==> config.mk <==
export PLATFORM = sky130hd
export DESIGN_NAME = script_source_tokenizer
export DESIGN_NICKNAME = d
export VERILOG_FILES = /design/src/hdl/sst_pkg.sv /design/src/hdl/script_source_tokenizer.sv /design/src/hdl/sst_ram.sv /design/src/hdl/sst_drain.sv
export SDC_FILE = /design/constraint.sdc
export NUM_CORES = 1
export LEC_CHECK = 0
export ABC_AREA = 1
export BUFFER_PORTS_ARGS = -buffer_cell sky130_fd_sc_hd__buf_4
export CORE_MARGIN = 8
export CORE_UTILIZATION = 59
export CTS_BUF_LIST = sky130_fd_sc_hd__clkbuf_8
export DETAILED_ROUTE_END_ITERATION = 12
export PLACE_DENSITY = 0.79
export SYNTH_ARGS = -nofsm -noshare
export SYNTH_HDL_FRONTEND = slang
export SYNTH_SLANG_ARGS = --single-unit
==> constraint.sdc <==
create_clock -name clk_i -period 4.5 [get_ports clk_i]
set_input_delay 0.45 -clock clk_i [delete_from_list [all_inputs] [get_ports clk_i]]
set_output_delay 0.45 -clock clk_i [all_outputs]
set_load 0.02 [all_outputs]
==> src/hdl/sst_pkg.sv <==
`default_nettype none
package sst_pkg;
  localparam int MaxLexeme = 32;
  localparam int AddrW = $clog2(MaxLexeme);
  localparam int CntW = $clog2(MaxLexeme + 1);

  localparam logic [1:0] CMD_BYTE = 2'd0;
  localparam logic [1:0] CMD_END = 2'd1;
  localparam logic [1:0] CMD_LINE = 2'd2;

  localparam logic [2:0] K_ID = 3'd0;
  localparam logic [2:0] K_KW = 3'd1;
  localparam logic [2:0] K_INT = 3'd2;
  localparam logic [2:0] K_SYM = 3'd3;
  localparam logic [2:0] K_STR = 3'd4;
  localparam logic [2:0] K_CHR = 3'd5;
  localparam logic [2:0] K_ERR = 3'd6;
  localparam logic [2:0] K_END = 3'd7;

  localparam logic [3:0] M_START = 4'd0;
  localparam logic [3:0] M_ID = 4'd1;
  localparam logic [3:0] M_INT = 4'd2;
  localparam logic [3:0] M_SYM = 4'd3;
  localparam logic [3:0] M_STR = 4'd4;
  localparam logic [3:0] M_STR_ESC = 4'd5;
  localparam logic [3:0] M_CHR = 4'd6;
  localparam logic [3:0] M_CHR_A = 4'd7;
  localparam logic [3:0] M_CHR_B = 4'd8;
  localparam logic [3:0] M_CHR_C = 4'd9;
  localparam logic [3:0] M_COM = 4'd10;
  localparam logic [3:0] M_COM_STAR = 4'd11;
  localparam logic [3:0] M_LINE_COM = 4'd12;
  localparam logic [3:0] M_ERR = 4'd13;

  typedef struct packed {
    logic [2:0] kind;
    logic [15:0] line;
    logic [CntW-1:0] len;
    logic trunc;
    logic [7:0] first;
  } tok_t;

  function automatic logic is_alpha(input logic [7:0] b);
    logic [7:0] l;
    l = b | 8'h20;
    return l >= 8'h61 && l <= 8'h7a;
  endfunction
  function automatic logic is_digit(input logic [7:0] b);
    return b >= 8'h30 && b <= 8'h39;
  endfunction
  function automatic logic is_blank(input logic [7:0] b);
    return b == 8'h20 || b == 8'h09 || b == 8'h0a;
  endfunction
  function automatic logic is_symbol(input logic [7:0] b);
    case (b)
      "{", "}", "(", ")", "[", "]", ".", ",", ";", "+", "-", "*", "/", "&",
      "|", "~", "<", ">", "=": return 1'b1;
      default: return 1'b0;
    endcase
  endfunction
  function automatic logic is_escape(input logic [7:0] b);
    case (b)
      "a", "b", "f", "n", "r", "t", "v", "\\", "?", "'", "\"": return 1'b1;
      default: return 1'b0;
    endcase
  endfunction
  function automatic logic is_kw(input logic [63:0] w, input logic [3:0] n);
    case (n)
      4'd2: return w[15:0] == "do" || w[15:0] == "in" || w[15:0] == "or"
          || w[15:0] == "if";
      4'd3: return w[23:0] == "and" || w[23:0] == "end" || w[23:0] == "nil"
          || w[23:0] == "not" || w[23:0] == "for";
      4'd4: return w[31:0] == "then" || w[31:0] == "true" || w[31:0] == "else";
      4'd5: return w[39:0] == "break" || w[39:0] == "local" || w[39:0] == "until"
          || w[39:0] == "false" || w[39:0] == "while";
      4'd6: return w[47:0] == "repeat" || w[47:0] == "elseif" || w[47:0] == "return";
      4'd8: return w == "function";
      default: return 1'b0;
    endcase
  endfunction
endpackage
`default_nettype wire

==> src/hdl/script_source_tokenizer.sv <==
// Streaming source tokenizer.
// Input channel: command_i/source_byte_i with valid_i, stall_o. Command 0
// feeds a source byte, 1 marks end of input, 2 restarts the line count.
// Output channel: one transfer per lexeme byte of each completed token
// (one transfer for an empty lexeme), last_of_token_o on the final one,
// with kind, start line, position, stored length and truncated flag.
// Bytes are scanned as they are accepted; the lexeme lives in a 32-entry
// RAM with registered read. A finished token is handed to the drain unit,
// which issues one RAM read and waits for its result before the next. The
// first result passes the drain's active flag, the RAM read register and
// the output register after the transfer that completes the token. Input
// is held off while reads are issued. A failed character literal rewrites
// two to four entries of its lexeme and holds input off while it does so.
// After reset the scanner is in the start state with no lexeme and a line
// count of zero; the RAM holds no defined data. When the receiver stalls,
// the current result holds and draining pauses; input is refused until
// the last read of the run is issued.
`default_nettype none
module script_source_tokenizer
  import sst_pkg::*;
(
  input  wire logic        clk_i,
  input  wire logic        rst_ni,
  input  wire logic        valid_i,
  output logic             stall_o,
  input  wire logic [1:0]  command_i,
  input  wire logic [7:0]  source_byte_i,
  output logic             valid_o,
  input  wire logic        stall_i,
  output logic [2:0]       token_kind_o,
  output logic [15:0]      line_number_o,
  output logic [7:0]       lexeme_byte_o,
  output logic [4:0]       byte_position_o,
  output logic [5:0]       lexeme_length_o,
  output logic             truncated_o,
  output logic             last_of_token_o
);
  logic [3:0] mode_q, mode_d;
  logic [CntW-1:0] cnt_q, cnt_d;
  logic [2:0] kind_q, kind_d;
  logic [15:0] lines_q, lines_d, tline_q, tline_d;
  logic ovf_q, ovf_d;
  logic [63:0] kw_q, kw_d;
  logic [7:0] c0_q, c0_d, c1_q, c1_d;
  logic busy, acc, emit;
  tok_t tok;
  logic we;
  logic [AddrW-1:0] waddr, raddr;
  logic [7:0] wdata, rdata;
  logic [7:0] b;
  logic [15:0] row;

  assign stall_o = busy;
  assign acc = valid_i && !busy;
  assign b = source_byte_i;
  assign row = (lines_q == 16'hffff) ? 16'hffff : lines_q + 16'd1;

  always_comb begin
    logic again;
    logic [2:0] tn;
    mode_d = mode_q; cnt_d = cnt_q; kind_d = kind_q; lines_d = lines_q;
    tline_d = tline_q; ovf_d = ovf_q; kw_d = kw_q; c0_d = c0_q; c1_d = c1_q;
    emit = 1'b0; tok = '0; we = 1'b0; waddr = '0; wdata = b; again = 1'b0;
    tn = '0;
    if (acc) begin
      if (command_i == CMD_BYTE) begin
        case (mode_q)
          M_ID: begin
            if (is_alpha(b) || is_digit(b) || b == "_") begin
              wdata = b; we = 1'b1;
            end else begin
              emit = 1'b1; again = 1'b1;
              tok.kind = (!ovf_q && is_kw(kw_q, 4'(cnt_q > CntW'(8) ? 0 : cnt_q)))
                  ? K_KW : K_ID;
            end
          end
          M_INT: begin
            if (is_digit(b)) we = 1'b1;
            else begin emit = 1'b1; again = 1'b1; tok.kind = K_INT; end
          end
          M_SYM: begin
            if (c0_q == "/" && b == "*") begin
              cnt_d = '0; ovf_d = 1'b0; mode_d = M_COM;
            end else if (c0_q == "/" && b == "/") begin
              cnt_d = '0; ovf_d = 1'b0; mode_d = M_LINE_COM;
            end else if ((c0_q == "<" || c0_q == "=") && b == "="
                || (c0_q == "&" && b == "&") || (c0_q == "|" && b == "|")) begin
              we = 1'b1; emit = 1'b1; tok.kind = K_SYM;
            end else begin
              emit = 1'b1; again = 1'b1; tok.kind = K_SYM;
            end
          end
          M_STR: begin
            if (b == "\"") begin emit = 1'b1; tok.kind = K_STR; end
            else begin
              if (b == "\\") mode_d = M_STR_ESC;
              we = 1'b1;
            end
          end
          M_STR_ESC: begin
            mode_d = M_STR;
            if (b == "'" && !ovf_q && cnt_q != '0) begin
              we = 1'b1; waddr = AddrW'(cnt_q - CntW'(1));
            end else we = 1'b1;
          end
          M_CHR: begin
            if (b == "'") tn = 3'd2;
            else begin
              mode_d = (b == "\\") ? M_CHR_B : M_CHR_A;
              we = 1'b1;
            end
          end
          M_CHR_A, M_CHR_C: begin
            if (b == "'") begin emit = 1'b1; tok.kind = K_CHR; end
            else tn = 3'(cnt_q) + 3'd2;
          end
          M_CHR_B: begin
            if (is_escape(b)) begin mode_d = M_CHR_C; we = 1'b1; end
            else tn = 3'(cnt_q) + 3'd2;
          end
          M_COM: if (b == "*") mode_d = M_COM_STAR;
          M_COM_STAR: mode_d = (b == "/") ? M_START : (b == "*") ? M_COM_STAR : M_COM;
          M_LINE_COM: if (b == "\n") mode_d = M_START;
          M_ERR: begin
            if (is_blank(b)) begin emit = 1'b1; tok.kind = K_ERR; end
            else we = 1'b1;
          end
          default: again = 1'b1;
        endcase
        if (we && mode_q != M_STR_ESC || we && waddr == '0 && !(b == "'" && !ovf_q
            && cnt_q != '0)) begin
          waddr = AddrW'(cnt_q);
        end
        if (mode_q == M_STR_ESC && b == "'" && !ovf_q && cnt_q != '0) begin
          waddr = AddrW'(cnt_q - CntW'(1));
        end else if (we) begin
          if (cnt_q == CntW'(MaxLexeme)) begin we = 1'b0; ovf_d = 1'b1; end
          else cnt_d = cnt_q + CntW'(1);
        end
        if (we && waddr == '0) c0_d = b;
        if (we && waddr == AddrW'(1)) c1_d = b;
        if (we && cnt_q < CntW'(8)) kw_d = {kw_q[55:0], b};
        if (emit) begin
          tok.line = tline_q; tok.len = cnt_d; tok.trunc = ovf_d; tok.first = c0_q;
          cnt_d = '0; ovf_d = 1'b0; mode_d = M_START;
        end
        if (tn != 3'd0) begin
          // Character literal failure: the rewrite is applied one entry per cycle.
          mode_d = M_ERR; kind_d = K_ERR;
          cnt_d = CntW'(tn);
          ovf_d = 1'b0;
          we = 1'b0;
          c0_d = "'";
          c1_d = (cnt_q == '0) ? b : c0_q;
        end
        if (again) begin
          tline_d = row; cnt_d = '0; ovf_d = 1'b0; we = 1'b0;
          if (is_blank(b)) mode_d = M_START;
          else begin
            we = 1'b1; waddr = '0; wdata = b; cnt_d = CntW'(1); c0_d = b;
            kw_d[7:0] = b;
            if (is_alpha(b) || b == "_") begin mode_d = M_ID; kind_d = K_ID; end
            else if (is_digit(b)) begin mode_d = M_INT; kind_d = K_INT; end
            else if (is_symbol(b)) begin mode_d = M_SYM; kind_d = K_SYM; end
            else if (b == "\"") begin
              mode_d = M_STR; kind_d = K_STR; we = 1'b0; cnt_d = '0;
            end else if (b == "'") begin
              mode_d = M_CHR; kind_d = K_CHR; we = 1'b0; cnt_d = '0;
            end else begin mode_d = M_ERR; kind_d = K_ERR; end
          end
        end
        if (b == "\n" && lines_q != 16'hffff) lines_d = lines_q + 16'd1;
      end else if (command_i == CMD_END) begin
        emit = 1'b1; tok.kind = K_END; tok.line = tline_q; tok.len = cnt_q;
        tok.trunc = ovf_q; tok.first = c0_q; cnt_d = '0; ovf_d = 1'b0; mode_d = M_START;
      end else if (command_i == CMD_LINE) begin
        lines_d = '0;
      end
    end
  end

  // Character literal failure rewrites up to four entries; sequenced here.
  logic [2:0] fix_q;
  logic [7:0] fb_q [4];
  logic fix_we;
  logic [AddrW-1:0] fix_addr;
  logic [7:0] fix_data;
  logic drain_busy;
  logic [2:0] fail_n;
  assign fail_n = (acc && command_i == CMD_BYTE && mode_d == M_ERR && mode_q != M_ERR
      && mode_q != M_START && !(mode_q == M_ID || mode_q == M_INT || mode_q == M_SYM))
      ? 3'(cnt_d) : 3'd0;
  assign fix_we = fix_q != 3'd0;
  assign fix_addr = AddrW'(3'(cnt_q) - fix_q);
  assign fix_data = fb_q[2'(3'(cnt_q) - fix_q)];
  assign busy = drain_busy || fix_we;

  sst_ram #(.Width(8), .Depth(MaxLexeme)) u_ram (
    .clk_i, .we_i(we || fix_we), .waddr_i(fix_we ? fix_addr : waddr),
    .wdata_i(fix_we ? fix_data : wdata), .raddr_i(raddr), .rdata_o(rdata)
  );

  sst_drain u_drain (
    .clk_i, .rst_ni, .start_i(emit), .tok_i(tok), .busy_o(drain_busy),
    .raddr_o(raddr), .rdata_i(rdata), .valid_o, .stall_i, .token_kind_o,
    .line_number_o, .lexeme_byte_o, .byte_position_o, .lexeme_length_o,
    .truncated_o, .last_of_token_o
  );

  always_ff @(posedge clk_i or negedge rst_ni) begin
    if (!rst_ni) begin
      mode_q <= M_START; cnt_q <= '0; kind_q <= '0; lines_q <= '0;
      tline_q <= '0; ovf_q <= 1'b0; fix_q <= '0;
    end else begin
      mode_q <= mode_d; cnt_q <= cnt_d; kind_q <= kind_d; lines_q <= lines_d;
      tline_q <= tline_d; ovf_q <= ovf_d;
      if (fix_we) fix_q <= fix_q - 3'd1;
      else fix_q <= fail_n;
    end
  end
  always_ff @(posedge clk_i) begin
    kw_q <= kw_d; c0_q <= c0_d; c1_q <= c1_d;
    if (fail_n != 3'd0) begin
      fb_q[0] <= "'"; fb_q[1] <= (cnt_q == '0) ? b : c0_q;
      fb_q[2] <= (cnt_q == CntW'(1)) ? b : c1_q; fb_q[3] <= b;
    end
  end

  a_cnt: assert property (@(posedge clk_i) disable iff (!rst_ni)
    cnt_q <= CntW'(MaxLexeme)) else $error("count");
  a_busy: assert property (@(posedge clk_i) disable iff (!rst_ni)
    emit |=> stall_o) else $error("drain");
  a_fix: assert property (@(posedge clk_i) disable iff (!rst_ni)
    fix_we |-> !acc) else $error("fix");
endmodule
`default_nettype wire

==> src/hdl/sst_ram.sv <==
`default_nettype none
module sst_ram #(
  parameter int Width = 8,
  parameter int Depth = 32
) (
  input  wire logic                     clk_i,
  input  wire logic                     we_i,
  input  wire logic [$clog2(Depth)-1:0] waddr_i,
  input  wire logic [Width-1:0]         wdata_i,
  input  wire logic [$clog2(Depth)-1:0] raddr_i,
  output logic      [Width-1:0]         rdata_o
);
  logic [Width-1:0] mem [Depth];
  always_ff @(posedge clk_i) begin
    if (we_i) begin
      mem[waddr_i] <= wdata_i;
    end
    rdata_o <= mem[raddr_i];
  end
endmodule
`default_nettype wire

==> src/hdl/sst_drain.sv <==
`default_nettype none
module sst_drain
  import sst_pkg::*;
(
  input  wire logic             clk_i,
  input  wire logic             rst_ni,
  input  wire logic             start_i,
  input  wire tok_t             tok_i,
  output logic                  busy_o,
  output logic [AddrW-1:0]      raddr_o,
  input  wire logic [7:0]       rdata_i,
  output logic                  valid_o,
  input  wire logic             stall_i,
  output logic [2:0]            token_kind_o,
  output logic [15:0]           line_number_o,
  output logic [7:0]            lexeme_byte_o,
  output logic [4:0]            byte_position_o,
  output logic [5:0]            lexeme_length_o,
  output logic                  truncated_o,
  output logic                  last_of_token_o
);
  tok_t tok_q;
  logic active_q, rd_q, valid_q;
  logic [CntW-1:0] idx_q, pos_q;
  logic [7:0] byte_q;
  logic take, issue;
  logic [CntW-1:0] n;

  assign n = (tok_q.len == '0) ? CntW'(1) : tok_q.len;
  assign take = valid_q && !stall_i;
  assign issue = active_q && (!valid_q || take) && !rd_q;
  assign busy_o = active_q;
  assign raddr_o = idx_q[AddrW-1:0];

  always_ff @(posedge clk_i or negedge rst_ni) begin
    if (!rst_ni) begin
      active_q <= 1'b0;
      rd_q <= 1'b0;
      valid_q <= 1'b0;
      idx_q <= '0;
    end else begin
      if (take) begin
        valid_q <= 1'b0;
      end
      if (rd_q) begin
        valid_q <= 1'b1;
      end
      rd_q <= issue;
      if (start_i) begin
        active_q <= 1'b1;
        idx_q <= '0;
      end else if (issue) begin
        if (idx_q + CntW'(1) == n) begin
          active_q <= 1'b0;
        end
        idx_q <= idx_q + CntW'(1);
      end
    end
  end

  always_ff @(posedge clk_i) begin
    if (start_i) begin
      tok_q <= tok_i;
    end
    if (issue) begin
      pos_q <= idx_q;
    end
    if (rd_q) begin
      byte_q <= (tok_q.len == '0) ? 8'd0 : (pos_q == '0) ? tok_q.first : rdata_i;
      token_kind_o <= tok_q.kind;
      line_number_o <= tok_q.line;
      byte_position_o <= pos_q[4:0];
      lexeme_length_o <= 6'(tok_q.len);
      truncated_o <= tok_q.trunc;
      last_of_token_o <= (pos_q + CntW'(1) == n);
    end
  end
  assign lexeme_byte_o = byte_q;
  assign valid_o = valid_q;

  a_len: assert property (@(posedge clk_i) disable iff (!rst_ni)
    valid_q |-> lexeme_length_o <= 6'(MaxLexeme)) else $error("length");
  a_issue: assert property (@(posedge clk_i) disable iff (!rst_ni)
    issue |-> !start_i) else $error("overlap");
  a_rd: assert property (@(posedge clk_i) disable iff (!rst_ni)
    rd_q |-> !valid_q || $past(take)) else $error("overrun");
endmodule
`default_nettype wire
==> impl_metrics.env, run 1 <==
export IMPL_r2r_start="cnt_q[0]"
export IMPL_power_switching_mw=7.43
export IMPL_cts_root_buf="clkbuf_8"
export IMPL_maxCapViolations=0
export IMPL_synth_top_family_by_area="simple AND/OR/NAND/NOR gates"
export IMPL_ios=56
export IMPL_finalNonFillerCells=2766
export IMPL_clock_sinks=503
export IMPL_dieArea_sq_mm=0.0448
export IMPL_drive_gt1_share_pct=12.1
export IMPL_period_minus_slack_ns=4.04
export IMPL_antenna_left=0
export IMPL_synth_xor_area_share_pct=1.32
export IMPL_crit_required_ns=4.76
export IMPL_insertion_delay_ns=0.64
export IMPL_status="finished clean"
export IMPL_reg2reg_depth=14
export IMPL_cts_buffers_inserted=78
export IMPL_yosys_warnings=0
export IMPL_dpl_cell_area_sq_mm=0.0236
export IMPL_yosysSeqAreaShare_pct=65.3
export IMPL_synth_net_count=2137
export IMPL_setup_viol=0
export IMPL_final_area_sq_mm=0.0252
export IMPL_cts_tree="yes"
export IMPL_start_kind="register"
export IMPL_hold_slack_ns=0.0508
export IMPL_htree_num_levels=3
export IMPL_fmax_mhz=248
export IMPL_vdd_drop_max_mv=0.854
export IMPL_rsz0062_at_grt="no"
export IMPL_relSlewSlack_pct=29.1
export IMPL_synth_edf_count=440
export IMPL_ys_top_cells_by_area="edfxtp_1 (58%), nor2_1 (6.3%), dfrtp_1 (6.1%), nand2_1 (4.7%), o21ai_0 (4.6%)"
export IMPL_min_path_type="input pin to register"
export IMPL_routed_wl_um=57300
export IMPL_skew_ns=0.0258
export IMPL_synth_top_area_cell="edfxtp_1"
export IMPL_period_share_pct=89.7
export IMPL_post_cts_buffers=0
export IMPL_worstPathArrival_ns=4.30
export IMPL_grt_pass1_vias=16200
export IMPL_track_usage_pct=25.6
export IMPL_vias_per_cell=5.97
export IMPL_dp_cells=2622
export IMPL_switching_share_pct=40.8
export IMPL_area_growth_pct=11.3
export IMPL_grt_first_pass_wirelength_um=89400
export IMPL_clkTransAtPathRegs_ns=0.07
export IMPL_synth_compound_area_share_pct=10.7
export IMPL_hold_start="source_byte_i[3]"
export IMPL_fillers=2840
export IMPL_r2r_slack_ns=0.46
export IMPL_r2r_end="u_ram.mem[23][0]"
export IMPL_combinationalPowerShare_pct=37.6
export IMPL_drt_pass1_iter_count=7
export IMPL_drt_iter0_markers=1656
export IMPL_num_rows=71
export IMPL_ys_seq_elements=503
export IMPL_power_mw=18.2
export IMPL_worstSetupStartpoint="cnt_q[0]"
export IMPL_synth_commonest_cells="edfxtp_1 (440), nor2_1 (378), nand2_1 (285)"
export IMPL_min_delay_path_depth=1
export IMPL_post_route_drc_count=0
export IMPL_synthDistinctLibCells=61
export IMPL_postSynthCellCount=2107
export IMPL_critical_path_class="register to register"
export IMPL_slowest_stage="nor2_1"
export IMPL_wl_per_cell_um=20.7
export IMPL_fin_tns_setup_ns=0
export IMPL_hold_violations=0
export IMPL_slew_violations=0
export IMPL_multi_input_area_sq_mm=0.00689
export IMPL_globalRouteOverflowTotal=0
export IMPL_synth_avg_cell_area_sq_um=10.7
export IMPL_seq_area_sq_mm=0.0148
export IMPL_gp_congestion=0.961
export IMPL_p_leak_nw=9.29
export IMPL_path_cells="inv_1, ha_1, inv_1, nor2_1, nand2_1, nor2_1, nor4_4, inv_2, nand2_2, o22ai_1, nand2_1, nand2_1, nand3_2, nor2_1"
export IMPL_start_util_pct=60.0
export IMPL_seq_power_share_pct=41.9
export IMPL_die_h_um=212
export IMPL_min_to="fb_q[3][3]"
export IMPL_synth_top_cell_area_share_pct=58.5
export IMPL_hpwl_um=37900
export IMPL_async_reset_ff_share_pct=10.9
export IMPL_antenna_cells=0
export IMPL_port_buffers=55
export IMPL_critPathMaxStageDelay_ns=0.81
export IMPL_core_sq_mm=0.0377
export IMPL_synthAdderAreaFrac_pct=0.919
export IMPL_power_share_clock_pct=20.5
export IMPL_p_per_area_mw_per_mm2=725
export IMPL_intPower_mw=10.8
export IMPL_synthFlopType="edfxtp_1"
export IMPL_via_count=16500
export IMPL_antenna_found_initial=2
export IMPL_synth_most_common_cell="edfxtp_1"
export IMPL_tightestPinTransition_ns=1.06
export IMPL_cp_max_fo=18
export IMPL_mappedNetlistArea_sq_mm=0.0226
export IMPL_cp_end_kind="register"
export IMPL_clockBufferDepth=3
export IMPL_muxShareOfSynthArea_pct=0.0443
export IMPL_grt_max_degree=131
export IMPL_yosys_area_share_simple_pct=17.2
export IMPL_dieWidth_um=212
export IMPL_nNetsFinal=2222
-- cells in the final DEF, fill, tap and decap left out, drive strengths merged, types with 2 or more instances in the layout --
cell type / netlist / final
edfxtp: 440 / 440
nor2: 394 / 394
nand2: 303 / 303
inv: 183 / 211
o21ai: 208 / 208
nand3: 109 / 109
clkbuf: 64 / 85
buf: 14 / 82
dfrtp: 55 / 55
o221ai: 52 / 52
a21oi: 40 / 40
nor3: 32 / 32
o22ai: 31 / 31
xor2: 27 / 27
clkinv: 2 / 25
nand4: 24 / 24
a22oi: 22 / 22
ha: 15 / 15
nor4: 14 / 14
o31ai: 12 / 12
a31oi: 9 / 9
nand3b: 8 / 8
dfxtp: 8 / 8
a32oi: 7 / 7
xnor2: 7 / 7
or2: 6 / 6
bufinv: 0 / 4
o311ai: 3 / 3
o2111ai: 3 / 3
clkinvlp: 0 / 3
o211ai: 3 / 3
o21a: 2 / 2
nor3b: 2 / 2
-- registers in the layout, indices dropped and copies added (netlist names), 16 cells and up --
register,cells
u_ram.mem,256
u_drain.line_number_o,16
lines_q,16
fb_q,24
tline_q,16
u_drain.tok_q,34
kw_q,64
-- power by group through the flow --
stage	Clock, mW	Sequential [mW]	Combinational (mW)
final	3.75	7.64	6.85
after global routing	3.99	7.70	7.37
after CTS	3.80	7.63	6.75
after detailed placement	0	7.71	6.71
after global placement	0	7.68	6.60
after floorplan	0	7.66	4.02
-- cell type report --
| class | instances | share of cell area (%) |
|---|---|---|
| clock inverter | 58 | 1.41 |
| timing repair buffer | 83 | 2.59 |
| inverter | 185 | 2.79 |
| tap | 511 | 2.54 |
| sequential | 503 | 58.6 |
| clock buffer | 85 | 4.65 |
| multi-input combinational | 1341 | 27.4 |
-- worst max path at each step --
| stage | to | slack [ns] |
|---|---|---|
| after global routing | u_ram.mem[27][1] | 0.11 |
| final | u_ram.mem[23][0] | 0.46 |
| after floorplan | u_ram.mem[0][0] | 0.05 |
| after CTS | u_ram.mem[23][6] | 0.53 |
| after detailed placement | u_ram.mem[3][7] | 0.55 |
| after global placement | u_ram.mem[19][0] | 0.67 |
-- kinds of logic after synthesis --
family          count (synthesis)
fa+ha+maj                      16
simple gates                  893
mux                             1
xor+xnor                       34
flops                         503
buf+inv                       263
compound gates                397
-- what timing repair did --
item                      in CTS  in global routing
hold buffers                   1                  0
gates resized for setup        0                  0
hold endpoints to repair      55                  0
-- routing by layer --
metal  up-vias  GRT usage, %  wire length [um]
li1       7628             -                 -
met1      7939          33.5             22900
met2       822          41.0             27000
met3       133          5.96              5410
met4         0          10.5              2030
met5         -             0                 0
-- worst max-delay path: cells and delay by family, from the launching register on --
kind	cells	cell delay, ns
compound gates	1	0.21
flops	1	0.37
simple gates	9	2.43
fa+ha+maj	1	0.21
buf+inv	3	0.43
-- metrics by stage --
step	setup WS, ns	util, %
2_1_floorplan	0.0487	-
3_3_place_gp	0.672	62.7
3_5_place_dp	0.550	62.7
4_1_cts	0.526	66.8
5_1_grt	0.111	66.8
6_report	0.464	66.8
Power figures use the tool's default switching activity.
==> run 2, diff against run 1 <==
--- a/config.mk
+++ b/config.mk
@@ -7,7 +7,7 @@
 export LEC_CHECK = 0
 export ABC_AREA = 1
 export BUFFER_PORTS_ARGS = -buffer_cell sky130_fd_sc_hd__buf_4
-export CORE_MARGIN = 8
+export CORE_MARGIN = 3
 export CORE_UTILIZATION = 59
 export CTS_BUF_LIST = sky130_fd_sc_hd__clkbuf_8
 export DETAILED_ROUTE_END_ITERATION = 12
==> impl_metrics.env, run 2 (synthesis gave the netlist of run 1 again) <==
export IMPL_track_usage_pct=28.1
export IMPL_drive_gt1_share_pct=12.2
export IMPL_largest_register_ffs=256
export IMPL_maxCapViolations=0
export IMPL_drt_pass1_iter_count=6
export IMPL_ios=56
export IMPL_grt_pass1_vias=16400
export IMPL_layout_common_cells="edfxtp_1 (440), nor2_1 (376), nand2_1 (285)"
export IMPL_antenna_cells=0
export IMPL_tightestPinTransition_ns=1.08
export IMPL_htree_num_levels=3
export IMPL_post_cts_buffers=0
export IMPL_path_cells="clkinv_1, ha_1, inv_1, nor2_1, nand2_1, nor2_1, nor4_4, inv_2, nand2_2, o22ai_1, nand2_1, nand2_1, nand3_2, nor2_1"
export IMPL_antenna_left=0
export IMPL_dieArea_sq_mm=0.0407
export IMPL_path_delay_family="simple AND/OR/NAND/NOR gates"
export IMPL_setup_viol=0
export IMPL_fin_tns_setup_ns=0
export IMPL_relSlewSlack_pct=27.6
export IMPL_grt_first_pass_wirelength_um=89500
export IMPL_antenna_found_initial=1
export IMPL_fillers=2813
export IMPL_fmax_mhz=247
export IMPL_top_regs="u_ram.mem x256, kw_q x64, u_drain.tok_q x34"
export IMPL_utilization_pct=66.7
export IMPL_port_buffers=55
export IMPL_cp_end_kind="register"
export IMPL_slowest_stage="nor2_1"
export IMPL_status="finished clean"
export IMPL_skew_ns=0.0398
export IMPL_globalRouteOverflowTotal=0
export IMPL_final_common_cell="edfxtp_1"
export IMPL_critPathMaxStageDelay_ns=0.83
export IMPL_slew_violations=0
export IMPL_routed_wl_um=57300
export IMPL_gp_congestion=0.971
export IMPL_rsz0062_at_grt="no"
export IMPL_cts_repair_resized=0
export IMPL_grt_max_degree=75
export IMPL_ctsHoldBuffers=2
export IMPL_insertion_delay_ns=0.65
export IMPL_nNetsFinal=2230
export IMPL_via_count=16700
export IMPL_largest_register="u_ram.mem"
export IMPL_clock_sinks=503
export IMPL_dp_cells=2627
export IMPL_dieWidth_um=202
export IMPL_num_rows=71
export IMPL_finalNonFillerCells=2771
export IMPL_vias_per_cell=6.02
export IMPL_drt_iter0_markers=2005
export IMPL_wl_per_cell_um=20.7
export IMPL_period_share_pct=90.1
export IMPL_crit_required_ns=4.77
export IMPL_cts_buffers_inserted=80
export IMPL_period_minus_slack_ns=4.05
export IMPL_hpwl_um=38000
export IMPL_clkTransAtPathRegs_ns=0.06
export IMPL_core_sq_mm=0.0378
export IMPL_die_h_um=202
export IMPL_cts_root_buf="clkbuf_8"
export IMPL_p_per_area_mw_per_mm2=729
export IMPL_r2r_slack_ns=0.45
export IMPL_cts_tree="yes"
export IMPL_start_util_pct=59.9
export IMPL_hold_violations=0
export IMPL_clockBufferDepth=3
export IMPL_cp_max_fo=18
export IMPL_vdd_drop_max_mv=0.727
export IMPL_critical_path_class="register to register"
export IMPL_worstPathArrival_ns=4.32
export IMPL_min_path_type="input pin to register"
export IMPL_start_kind="register"
export IMPL_p_leak_nw=9.28
export IMPL_post_route_drc_count=0
export IMPL_area_growth_pct=11.3
export IMPL_critPathBufInv=3
-- run 2: changes by cell type in the layout (fill, tap and decap cells not counted), sizes merged --
cell	change
clkinv	+6
buf	+5
inv	-4
clkbuf	-3
dlygate4sd3	+1
-- run 2: stage by stage --
step | hold WS [ns] | worst slack, ns | instance area [sq um] | power, mW
after floorplan | 0.154 | 0.0487 | 22600 | 11.7
after global placement | 0.403 | 0.669 | 23600 | 14.4
after detailed placement | 0.405 | 0.532 | 23600 | 14.5
after CTS | 0.00980 | 0.530 | 25200 | 18.3
after global routing | 0.0311 | 0.0765 | 25200 | 19.2
final | 0.0491 | 0.445 | 25200 | 18.3
-- run 2: power by group --
part	leakage, nW	internal (mW)	switching [mW]	total, mW
clock	0.846	1.93	1.78	3.71
sequential	4.75	7.13	0.471	7.60
combinational	3.69	1.72	5.31	7.04
total	9.28	10.8	7.56	18.3
-- run 2: worst paths after layout --
check	startpoint	end	depth (start not counted)
max reg2reg	cnt_q[1]	u_ram.mem[10][7]	14
max in group asynchronous	rst_ni	u_drain.idx_q[0]	2
min	command_i[1]	lines_q[1]	2
min reg2reg	u_drain.tok_q[30]	u_drain.line_number_o[15]	0
max	cnt_q[1]	u_ram.mem[10][7]	14
min in group asynchronous	rst_ni	tline_q[8]	2
-- run 2: cell type report --
class                   count  area (sq um)  area share [%]
flip-flops and latches    503         14800            58.6
multi-input cells        1341          6890            27.4
inverters                 185           701            2.78
well taps                 511           639            2.54
clock buffers              82          1130            4.48
repair buffers             89           686            2.72
clock inverters            60           372            1.48
-- run 2: layer usage --
| layer | wire (um) | GRT usage (%) |
|---|---|---|
| met4 | 2390 | 12.7 |
| met1 | 22800 | 38.1 |
| met2 | 27100 | 44.9 |
| met5 | 13 | 0 |
| met3 | 5020 | 5.08 |
